==> src/rtl/chol_pkg.sv <==
// Shared types and constants for the Cholesky factorization block.
// No dependencies; used by chol_sqdiv and cholesky_decomposition.
`timescale 1ns / 1ps
`default_nettype none
package chol_pkg;

   localparam int IDX_W   = 4;   // row/col/size counter width (4 bits hold 0..15)
   localparam int DATA_W  = 32;
   localparam int WIDE_W  = 64;

   localparam logic [1:0] STATUS_OK      = 2'd0;
   localparam logic [1:0] STATUS_NOT_SYM = 2'd1;
   localparam logic [1:0] STATUS_NOT_PD  = 2'd2;

   localparam logic [6:0] SQRT_STEPS = 7'd32;
   localparam logic [6:0] DIV_STEPS  = 7'd64;

   typedef enum logic [4:0] {
      ST_IDLE,
      ST_SYM_A,
      ST_SYM_B,
      ST_SYM_C,
      ST_F_A,
      ST_F_A2,
      ST_F_X,
      ST_F_Y,
      ST_F_M,
      ST_F_S,
      ST_F_ACC,
      ST_F_V,
      ST_F_RUN,
      ST_F_WAIT,
      ST_OUT_A,
      ST_OUT_B,
      ST_OUT_W,
      ST_ERR_W
   } state_type;

   typedef struct packed {
      logic start;
      logic is_sqrt;
   } sd_ctl_type;

endpackage
`default_nettype wire

==> src/rtl/chol_sqdiv.sv <==
// Iterative unsigned divider / integer square root sharing one subtractor.
// Uses chol_pkg (control struct, step counts).
`timescale 1ns / 1ps
`default_nettype none
module chol_sqdiv (
   input  wire logic               clock,
   input  wire logic               reset,
   input  wire chol_pkg::sd_ctl_type ctl,
   input  wire logic [63:0]        operand,
   input  wire logic [31:0]        divisor,
   output logic                    done,
   output logic [63:0]             result
);

   logic        busy_ff, busy_in;
   logic        done_ff, done_in;
   logic        sqrt_ff, sqrt_in;
   logic [6:0]  cnt_ff, cnt_in;
   logic [63:0] x_ff, x_in;
   logic [35:0] rem_ff, rem_in;
   logic [63:0] q_ff, q_in;
   logic [31:0] den_ff, den_in;

   logic [35:0] cand;
   logic [35:0] trial;
   logic [36:0] diff;
   logic        ge;

   // one restoring step: radix 4 for root, radix 2 for quotient
   always_comb begin
      if (sqrt_ff) begin
         cand  = {rem_ff[33:0], x_ff[63:62]};
         trial = {2'b00, q_ff[31:0], 2'b01};
      end else begin
         cand  = {rem_ff[34:0], x_ff[63]};
         trial = {4'b0000, den_ff};
      end
      diff = {1'b0, cand} - {1'b0, trial};
      ge   = ~diff[36];
   end

   always_comb begin
      busy_in = busy_ff;
      done_in = 1'b0;
      sqrt_in = sqrt_ff;
      cnt_in  = cnt_ff;
      x_in    = x_ff;
      rem_in  = rem_ff;
      q_in    = q_ff;
      den_in  = den_ff;
      if (ctl.start) begin
         busy_in = 1'b1;
         sqrt_in = ctl.is_sqrt;
         cnt_in  = ctl.is_sqrt ? chol_pkg::SQRT_STEPS : chol_pkg::DIV_STEPS;
         x_in    = operand;
         rem_in  = '0;
         q_in    = '0;
         den_in  = divisor;
      end else if (busy_ff) begin
         rem_in = ge ? diff[35:0] : cand;
         q_in   = {q_ff[62:0], ge};
         x_in   = sqrt_ff ? {x_ff[61:0], 2'b00} : {x_ff[62:0], 1'b0};
         cnt_in = cnt_ff - 7'd1;
         if (cnt_ff == 7'd1) begin
            busy_in = 1'b0;
            done_in = 1'b1;
         end
      end
   end

   always_ff @(posedge clock) begin
      if (reset) begin
         busy_ff <= 1'b0;
         done_ff <= 1'b0;
         cnt_ff  <= '0;
      end else begin
         busy_ff <= busy_in;
         done_ff <= done_in;
         cnt_ff  <= cnt_in;
      end
      sqrt_ff <= sqrt_in;
      x_ff    <= x_in;
      rem_ff  <= rem_in;
      q_ff    <= q_in;
      den_ff  <= den_in;
   end

   assign done   = done_ff;
   assign result = q_ff;

endmodule
`default_nettype wire

==> config.mk <==
export PLATFORM = sky130hd
export DESIGN_NAME = chol_sqdiv
export DESIGN_NICKNAME = d
export VERILOG_FILES = /design/src/rtl/chol_pkg.sv /design/src/rtl/chol_sqdiv.sv
export SDC_FILE = /design/constraint.sdc
export NUM_CORES = 1
export LEC_CHECK = 0
export ABC_AREA = 1
export BUFFER_PORTS_ARGS = -buffer_cell sky130_fd_sc_hd__clkbuf_2
export CAP_MARGIN = 20
export CELL_PAD_IN_SITES_DETAIL_PLACEMENT = 0
export CELL_PAD_IN_SITES_GLOBAL_PLACEMENT = 1
export CORE_MARGIN = 2
export CORE_UTILIZATION = 47
export CTS_BUF_LIST = sky130_fd_sc_hd__clkbuf_4
export CTS_CLUSTER_DIAMETER = 120
export DETAILED_ROUTE_END_ITERATION = 12
export GPL_TIMING_DRIVEN = 1
export PLACE_DENSITY = 0.93
export SLEW_MARGIN = 20
export SYNTH_ARGS = -nofsm -noshare
export SYNTH_HDL_FRONTEND = slang
export SYNTH_SLANG_ARGS = --single-unit
==> constraint.sdc <==
create_clock -name clock -period 7.68 [get_ports clock]
set_input_delay 0.768 -clock clock [delete_from_list [all_inputs] [get_ports clock]]
set_output_delay 0.768 -clock clock [all_outputs]
set_load 0.02 [all_outputs]
# Word-level counts from Yosys, hierarchy flattened
# Cells that the tools add are included.
# word_totals
elab_cells	28
output_inout_bits	65
in_bits	100
ff_bits	205
# classes
n_mux	13
n_eq_ne	1
bitwise_logic	2
reduce_logical	2
add_sub_neg	2
# ops
operator	n
64-bit 2-to-1 mux	3
36-bit by 34-bit subtractor with 37-bit output	1
36-bit 2-to-1 mux	1
35-bit 2-to-1 mux	1
34-bit 2-to-1 mux	1
7-bit 2-to-1 mux	3
7-bit by 1-bit equality test with 1-bit output (second input constant)	1
7-bit by 1-bit subtractor with 7-bit output (second input constant)	1
1-bit 2-to-1 mux	4
3-bit OR reduction	1
1-bit NOT	2
2-bit nonzero test	1

# Depth between registers and ports, before layout
# Gate-level depths: netlist of the first run.
# depth
depth_word	4
depth_mapped	21
mapped_depth_nobuf	19

# Worst setup path before layout of the first run
# No wires, ideal clock.
# synth_path
kind	input -> register
startpoint	in ctl[1] in the netlist's numbering
endpoint	reg x_ff[0] (enable)
slack_ns	4.180
n_path_buf	2
arrival_ns	3.046
t_required_ns	7.226
setup_ns	0.454
stages	4
path_cell_list	clkbuf_1 -> nor2_1 -> inv_1 -> clkbuf_1
# synth_between
elab_chain_len	1
# synth_lines
item	line_no	text
start, declared	chol_sqdiv.sv:8	input wire chol_pkg::sd_ctl_type ctl,
2-bit nonzero test (no source line)	--	
end signal, assigned	chol_sqdiv.sv:82	x_ff <= x_in;
end, declared	chol_sqdiv.sv:19	logic [63:0] x_ff, x_in;
# Every way passes these cells.
# A chain may end at the register's enable or synchronous reset.

# Worst setup path in the final report of the first run
# layout_path
startpoint	reg sqrt_ff
endpoint	reg rem_ff[32]
# layout_between
elab_chain_len	3
# layout_lines
item	line_no	text
start, declared	chol_sqdiv.sv:17	logic sqrt_ff, sqrt_in;
start signal, assigned	chol_sqdiv.sv:81	sqrt_ff <= sqrt_in;
36-bit 2-to-1 mux or 34-bit 2-to-1 mux (tied branches)	chol_sqdiv.sv:31	if (sqrt_ff) begin
36-bit by 34-bit subtractor with 37-bit output	chol_sqdiv.sv:38	diff = {1'b0, cand} - {1'b0, trial};
35-bit 2-to-1 mux *	chol_sqdiv.sv:60	rem_in = ge ? diff[35:0] : cand;
end signal, assigned	chol_sqdiv.sv:83	rem_ff <= rem_in;
end, declared	chol_sqdiv.sv:20	logic [35:0] rem_ff, rem_in;
# Mark *: on every way between the ends. The rest lies on a longest branch, timed or not.

==> flow_metrics.py, run 1 <==
metrics = {
    "placement": {
        "portBuffers": 164,
        "gp_congestion": 0.954,
        "hpwl_um": 23100,
        "placed_area_um2": 12700,
    },
    "final_layout": {
        "final_cell_area_um2": 13400,
        "final_layout_size_suffix_gt1_frac": 0.162,
        "final_common_cell": "nand2_1",
        "synthToLayoutAreaGrowth_pct": 14.8,
        "fin_nets": 1924,
        "final_cell_mix": "nand2_1, inv_1, clkbuf_2, a21oi_1, nor2_1",
        "fin_util": 0.550,
    },
    "sta": {
        "layout_min_cycle_time_ns": 4.78,
        "grt_setup_unrepaired": "no",
        "relSlewSlack": 0.324,
        "setup_violations": 0,
        "finClkSkew_ns": 0.0546,
        "hold_viol": 0,
        "fin_crit_sh": 0.623,
        "max_slew.worst_pin.slew_ns": 1.01,
        "clock.fmax_mhz": 209,
        "slew_viol_final": 0,
        "setup_tns_ns": 0,
    },
    "yosys": {
        "avgSynthCellArea_um2": 7.17,
        "synth_fp_nets": 1767,
        "syn_inst": 1630,
        "ys_ff_latch": 205,
        "yosys_warnings": 0,
        "ys_types": 37,
        "syn-cell-area_um2": 11700,
        "yosysSeqAreaShare": 0.434,
    },
    "clocking": {
        "cts-root-buf": "clkbuf_4",
        "h-tree-depth": 2,
        "postCtsSetupBuffers": 0,
        "cts-buffers-inserted": 54,
        "holdBufCountCts": 0,
        "post_cts_resize_count": 0,
        "clk_path_buf_depth": 3,
        "cts.reportedPaths.clkPinSlew_ns": 0.07,
        "cts_sinks": 205,
        "insertion_delay_ns": 0.69,
        "cts_tree": "yes",
    },
    "worst_hold_path": {
        "hp-class": "in2reg",
    },
    "routing": {
        "wl_per_cell_um": 15.0,
        "dr_wl_met3_um": 2330,
        "avgViaCountPerCell": 5.13,
        "wl_met2_um": 14300,
        "met1_length_um": 15100,
        "drc": 0,
        "maxUsedRoutingLayer": "met5",
        "drt_wl_total_um": 32400,
        "drt_iter0_drc": 856,
        "ant_nets": 0,
        "dr_total_vias": 11057,
        "firstDrtPassIters": 7,
    },
    "setup_path": {
        "worstSetupStartpointType": "flip-flop",
        "worstPathRequired_ns": 8.26,
        "critical_path_class": "reg2reg",
        "crit_arrival_ns": 5.36,
        "end_kind": "flip-flop",
        "cp_max_fo": 75,
    },
    "global_routing": {
        "grt_max_degree": 128,
        "grt_overflow": 0,
        "grt_pass1_vias": 10374,
        "grt.total_usage": 0.245,
        "antenna_found_initial": 3,
        "grt_pass1_wl_um": 51800,
    },
    "job": {
        "drv_cap": 0,
    },
    "die": {
        "die_area_um2": 26200,
        "start_util": 0.479,
        "chipHeight_um": 162,
        "die_width_um": 162,
        "coreArea_um2": 24400,
        "ioPinCount": 165,
        "rows": 57,
    },
    "power_and_ir_drop": {
        "p_leak_nw": 6.47,
        "totalPowerFinal_w": 0.00377,
        "powerDensity_nw_per_um2": 281,
        "max-vdd-ir-drop_uv": 140,
    },
    "run_status": {
        "outcome": "complete, no violations",
    },
}
[path summary, 6_finish.rpt]
check	from	end	slack (ns)	cells after the start
worst min register to register	rem_ff[17]$_SDFFE_PP0P_	rem_ff[17]$_SDFFE_PP0P_	0.46	2
worst max register to register	sqrt_ff$_DFFE_PP_	rem_ff[32]$_SDFFE_PP0P_	2.90	19
worst min-delay path	divisor[28]	den_ff[28]$_DFFE_PP_	0.25	1
worst max-delay path	sqrt_ff$_DFFE_PP_	rem_ff[32]$_SDFFE_PP0P_	2.90	19
[cells by family (layout without fill, tap and decap cells)]
logic type / after synthesis / after routing / synth area share
other: 0 / 2 / 0
DFF: 205 / 205 / 0.434
xor gates and xnor gates: 17 / 17 / 0.0127
and+or+nand+nor: 765 / 765 / 0.271
adders and majority gates: 37 / 37 / 0.0402
AOI/OAI and AO/OA: 305 / 305 / 0.142
buffers and inverters: 300 / 501 / 0.0996
muxes: 1 / 1 / 0.000856
[synthesized netlist by cell type]
library cell  count  share of area
nand2_1         520           0.17
inv_1           227          0.073
a21oi_1         156          0.067
nor2_1          124          0.040
dfxtp_1         108           0.18
edfxtp_1         97           0.25
o22ai_1          63          0.034
o21ai_0          62          0.027
nand3_1          57          0.024
clkbuf_1         54          0.017
ha_1             36          0.039
nand4_1          26          0.014
xor2_1           14          0.010
nand2_2          12         0.0064
buf_1             9         0.0029
o21ai_1           8         0.0034
o21bai_1          8         0.0051
nor3_1            6         0.0026
nand3_2           5         0.0043
o21ai_2           5         0.0037
buf_2             4         0.0017
or2_2             4         0.0021
buf_6             3         0.0029
nor2_4            3         0.0029
xnor2_1           3         0.0022
and2_1            2         0.0011
inv_2             2        0.00064
nand3_4           2         0.0030
nand3b_1          2         0.0013
a21oi_4           1         0.0014
a31oi_1           1        0.00054
buf_8             1         0.0013
fa_1              1         0.0017
mux2i_1           1        0.00086
nor3_4            1         0.0014
nor4_1            1        0.00054
o32ai_1           1        0.00075
[report_power, final]
group / internal [W] / switching (W) / total [W] / leakage (nW)
Clock: 0.000508 / 0.000468 / 0.000976 / 0.421
Sequential: 0.00127 / 0.0000659 / 0.00133 / 1.83
Combinational: 0.000473 / 0.000989 / 0.00146 / 4.22
[per-layer routing]
metal  GRT usage  vias up
met3      0.0580       50
met5           0        -
met4      0.0772        2
met1       0.345     5037
met2       0.374      339
li1            -     5629
[critical path, cell delays in order, from the launching register on]
cell,delay [ns]
edfxtp_1,0.33
buf_4,0.39
inv_2,0.20
buf_4,0.39
or2_2,0.40
o21ai_0,0.15
inv_1,0.09
ha_1,0.37
nand2_1,0.09
nand2_1,0.06
nand2_1,0.06
nand2_1,0.07
nand2_1,0.07
nand2_1,0.09
a21oi_4,0.51
nand3_4,0.69
nand2_2,0.39
nand2_1,0.08
o21ai_1,0.08
nand2_1,0.06
[sequential cells by signal, summed over array words and instances (netlist names)]
| signal | count |
|---|---|
| x_ff | 64 |
| busy_ff | 1 |
| rem_ff | 35 |
| cnt_ff | 7 |
| done | 1 |
| sqrt_ff | 1 |
| result | 64 |
| den_ff | 32 |
[cell type report]
class                      instances  area [um^2]
antenna                            2         5.00
clock buffer                      78          586
clock inverter                    22          130
fill                            2444        11000
inverter                         229          863
multi-input combinational       1125         5460
sequential                       205         5070
tap                              324          405
timing repair buffer             172          900
[through the flow]
stage / hold slack (ns) / cells / setup slack, ns
global route: 0.214 / 2156 / 2.51
finish: 0.252 / 2157 / 2.90
detailed placement: 0.441 / 2054 / 2.71
CTS: 0.206 / 2154 / 2.68
global placement: 0.436 / 2054 / 2.81
floorplan: 0.426 / 1630 / 4.18
(Power assumes the default switching activity.)
==> inputs of run 2 (changes only) <==
--- a/config.mk
+++ b/config.mk
@@ -11,12 +11,12 @@
 export CELL_PAD_IN_SITES_DETAIL_PLACEMENT = 0
 export CELL_PAD_IN_SITES_GLOBAL_PLACEMENT = 1
 export CORE_MARGIN = 2
-export CORE_UTILIZATION = 47
+export CORE_UTILIZATION = 43
 export CTS_BUF_LIST = sky130_fd_sc_hd__clkbuf_4
 export CTS_CLUSTER_DIAMETER = 120
 export DETAILED_ROUTE_END_ITERATION = 12
 export GPL_TIMING_DRIVEN = 1
-export PLACE_DENSITY = 0.93
+export PLACE_DENSITY = 0.86
 export SLEW_MARGIN = 20
 export SYNTH_ARGS = -nofsm -noshare
 export SYNTH_HDL_FRONTEND = slang
==> constraint.sdc (replaced) <==
create_clock -name clock -period 4.7 [get_ports clock]
set_input_delay 0.47 -clock clock [delete_from_list [all_inputs] [get_ports clock]]
set_output_delay 0.47 -clock clock [all_outputs]
set_load 0.02 [all_outputs]
==> run 2 against run 1 <==
Net effect:
- combinational power rose by 64%
- utilization fell by 3.7 points
- sequential share of layout area fell by 0.89 points
- final cell count rose by 1.9%
- wire length rose by 1.3%
- non-clock buffer count rose by 36
- flip-flop and latch count did not move
- final area rose by 2.4%
- count of clock-buffer cells in the layout rose by 2
==> flow_metrics.py, run 2 (same netlist as run 1, synthesis figures left out) <==
metrics = {
    "die": {
        "coreArea_um2": 26800,
        "die_width_um": 169,
        "ioPinCount": 165,
        "die_area_um2": 28500,
        "rows": 60,
        "start_util": 0.436,
        "chipHeight_um": 169,
    },
    "job": {
        "drv_cap": 0,
    },
    "setup_path": {
        "end_kind": "flip-flop",
        "worstPathRequired_ns": 5.27,
        "path_common_cell": "nand2_1",
        "crit_arrival_ns": 4.63,
        "critical_path_class": "reg2reg",
        "critPathSlowestCell": "nand3_4",
        "cp_slowest_stage_delay_ns": 0.67,
        "cp_max_fo": 77,
        "path_cells": "buf_4, nand2_1, o21ai_0, inv_1, ha_1, nand2_1, inv_1, nand2_1, nand2_1, inv_1, nand2_1, inv_1, nand2_1, nand2_2, nand3_4, nand2_2, nand2_1, o21ai_1, nand2_1",
        "worstSetupStartpointType": "flip-flop",
    },
    "sta": {
        "slew_viol_final": 0,
        "grt_setup_unrepaired": "no",
        "setup_ws_ns": 0.646,
        "clock.fmax_mhz": 247,
        "setup_tns_ns": 0,
        "relSlewSlack": 0.309,
        "fin_crit_sh": 0.863,
        "max_slew.worst_pin.slew_ns": 1.04,
        "hold_viol": 0,
        "setup_violations": 0,
        "layout_min_cycle_time_ns": 4.05,
        "finClkSkew_ns": 0.0271,
    },
    "routing": {
        "avgViaCountPerCell": 5.02,
        "wl_per_cell_um": 14.9,
        "ant_nets": 0,
        "firstDrtPassIters": 5,
        "drt_wl_total_um": 32800,
        "drc": 0,
        "dr_total_vias": 11039,
        "drt_iter0_drc": 792,
    },
    "final_layout": {
        "final_common_cell": "nand2_1",
        "final_layout_size_suffix_gt1_frac": 0.161,
        "multiInputGateArea_um2": 5460,
        "fin_nets": 1957,
        "synthToLayoutAreaGrowth_pct": 17.5,
        "fillers": 2679,
        "seq_area_um2": 5070,
        "final_cell_mix": "nand2_1, inv_1, clkbuf_2, a21oi_1, nor2_1",
    },
    "run_status": {
        "outcome": "complete, no violations",
    },
    "placement": {
        "gp_congestion": 0.941,
        "hpwl_um": 23300,
        "portBuffers": 164,
        "preCtsSetupSlack_ns": 0.658,
    },
    "clocking": {
        "cts_sinks": 205,
        "h-tree-depth": 2,
        "cts-buffers-inserted": 51,
        "postCtsSetupBuffers": 0,
        "clk_path_buf_depth": 3,
        "holdBufCountCts": 35,
        "post_cts_resize_count": 0,
        "cts_tree": "yes",
        "cts-root-buf": "clkbuf_4",
        "cts.reportedPaths.clkPinSlew_ns": 0.07,
        "insertion_delay_ns": 0.69,
    },
    "power_and_ir_drop": {
        "p_leak_nw": 6.60,
        "powerDensity_nw_per_um2": 447,
        "totalPowerFinal_w": 0.00615,
        "max-vdd-ir-drop_uv": 311,
    },
    "global_routing": {
        "grt_pass1_wl_um": 53000,
        "grt.total_usage": 0.229,
        "antenna_found_initial": 1,
        "grt_pass1_vias": 10623,
        "grt_overflow": 0,
        "grt_max_degree": 88,
    },
    "worst_hold_path": {
        "hp-class": "in2reg",
    },
}
run 2: changes by cell type in the layout (fill, tap and decap cells not counted), moves of 2 or more:
cell / change
dlygate4sd3_1: +35
clkinv_1: -11
buf_4: +3
clkbuf_4: +2
run 2: worst paths after layout:
| check | slack (ns) | cells past startpoint | endpoint | startpoint |
|---|---|---|---|---|
| worst max-delay path | 0.65 | 19 | rem_ff[32]$_SDFFE_PP0P_ | sqrt_ff$_DFFE_PP_ |
| worst max register to register | 0.65 | 19 | rem_ff[32]$_SDFFE_PP0P_ | sqrt_ff$_DFFE_PP_ |
| worst min-delay path | 0.06 | 3 | x_ff[1]$_DFFE_PP_ | operand[1] |
| worst min register to register | 0.45 | 2 | rem_ff[15]$_SDFFE_PP0P_ | rem_ff[15]$_SDFFE_PP0P_ |
run 2: per-layer routing:
| metal | vias to the layer above | routed length, um | part of all wire | track usage |
|---|---|---|---|---|
| li1 | 5689 | - | - | - |
| met1 | 4965 | 15200 | 0.46 | 0.313 |
| met2 | 323 | 14600 | 0.45 | 0.360 |
| met3 | 62 | 2210 | 0.067 | 0.0575 |
| met4 | 0 | 761 | 0.023 | 0.0682 |
| met5 | - | 0 | 0 | 0 |
run 2: through the flow:
stage          cells  hold WS (ns)   util  instance area [um^2]
6_report        2198        0.0640  0.513                 13700
3_3_place_gp    2073         0.438  0.474                 12700
2_1_floorplan   1630         0.426      -                 11700
4_1_cts         2197        0.0113  0.513                 13700
5_1_grt         2198        0.0509  0.513                 13700
3_5_place_dp    2073         0.440  0.474                 12700
run 2: layout make-up:
class / count / area share
timing repair buffer: 208 / 0.0903
tap: 341 / 0.0310
antenna: 1 / 0.000182
multi-input combinational: 1125 / 0.397
inverter: 229 / 0.0629
clock buffer: 80 / 0.0437
clock inverter: 9 / 0.00555
sequential: 205 / 0.369
run 2: critical path: cells and delay by family (launching register included):
family / cells / cell delay (ns)
fa+ha+maj: 1 / 0.36
buf+inv: 5 / 0.83
simple gates: 11 / 2.12
compound gates: 2 / 0.20
flops: 1 / 0.40
run 2: where the power goes:
part           switching, W  total (W)  internal, W
clock network      0.000747    0.00158     0.000830
registers          0.000107    0.00218      0.00207
logic               0.00160    0.00239     0.000794
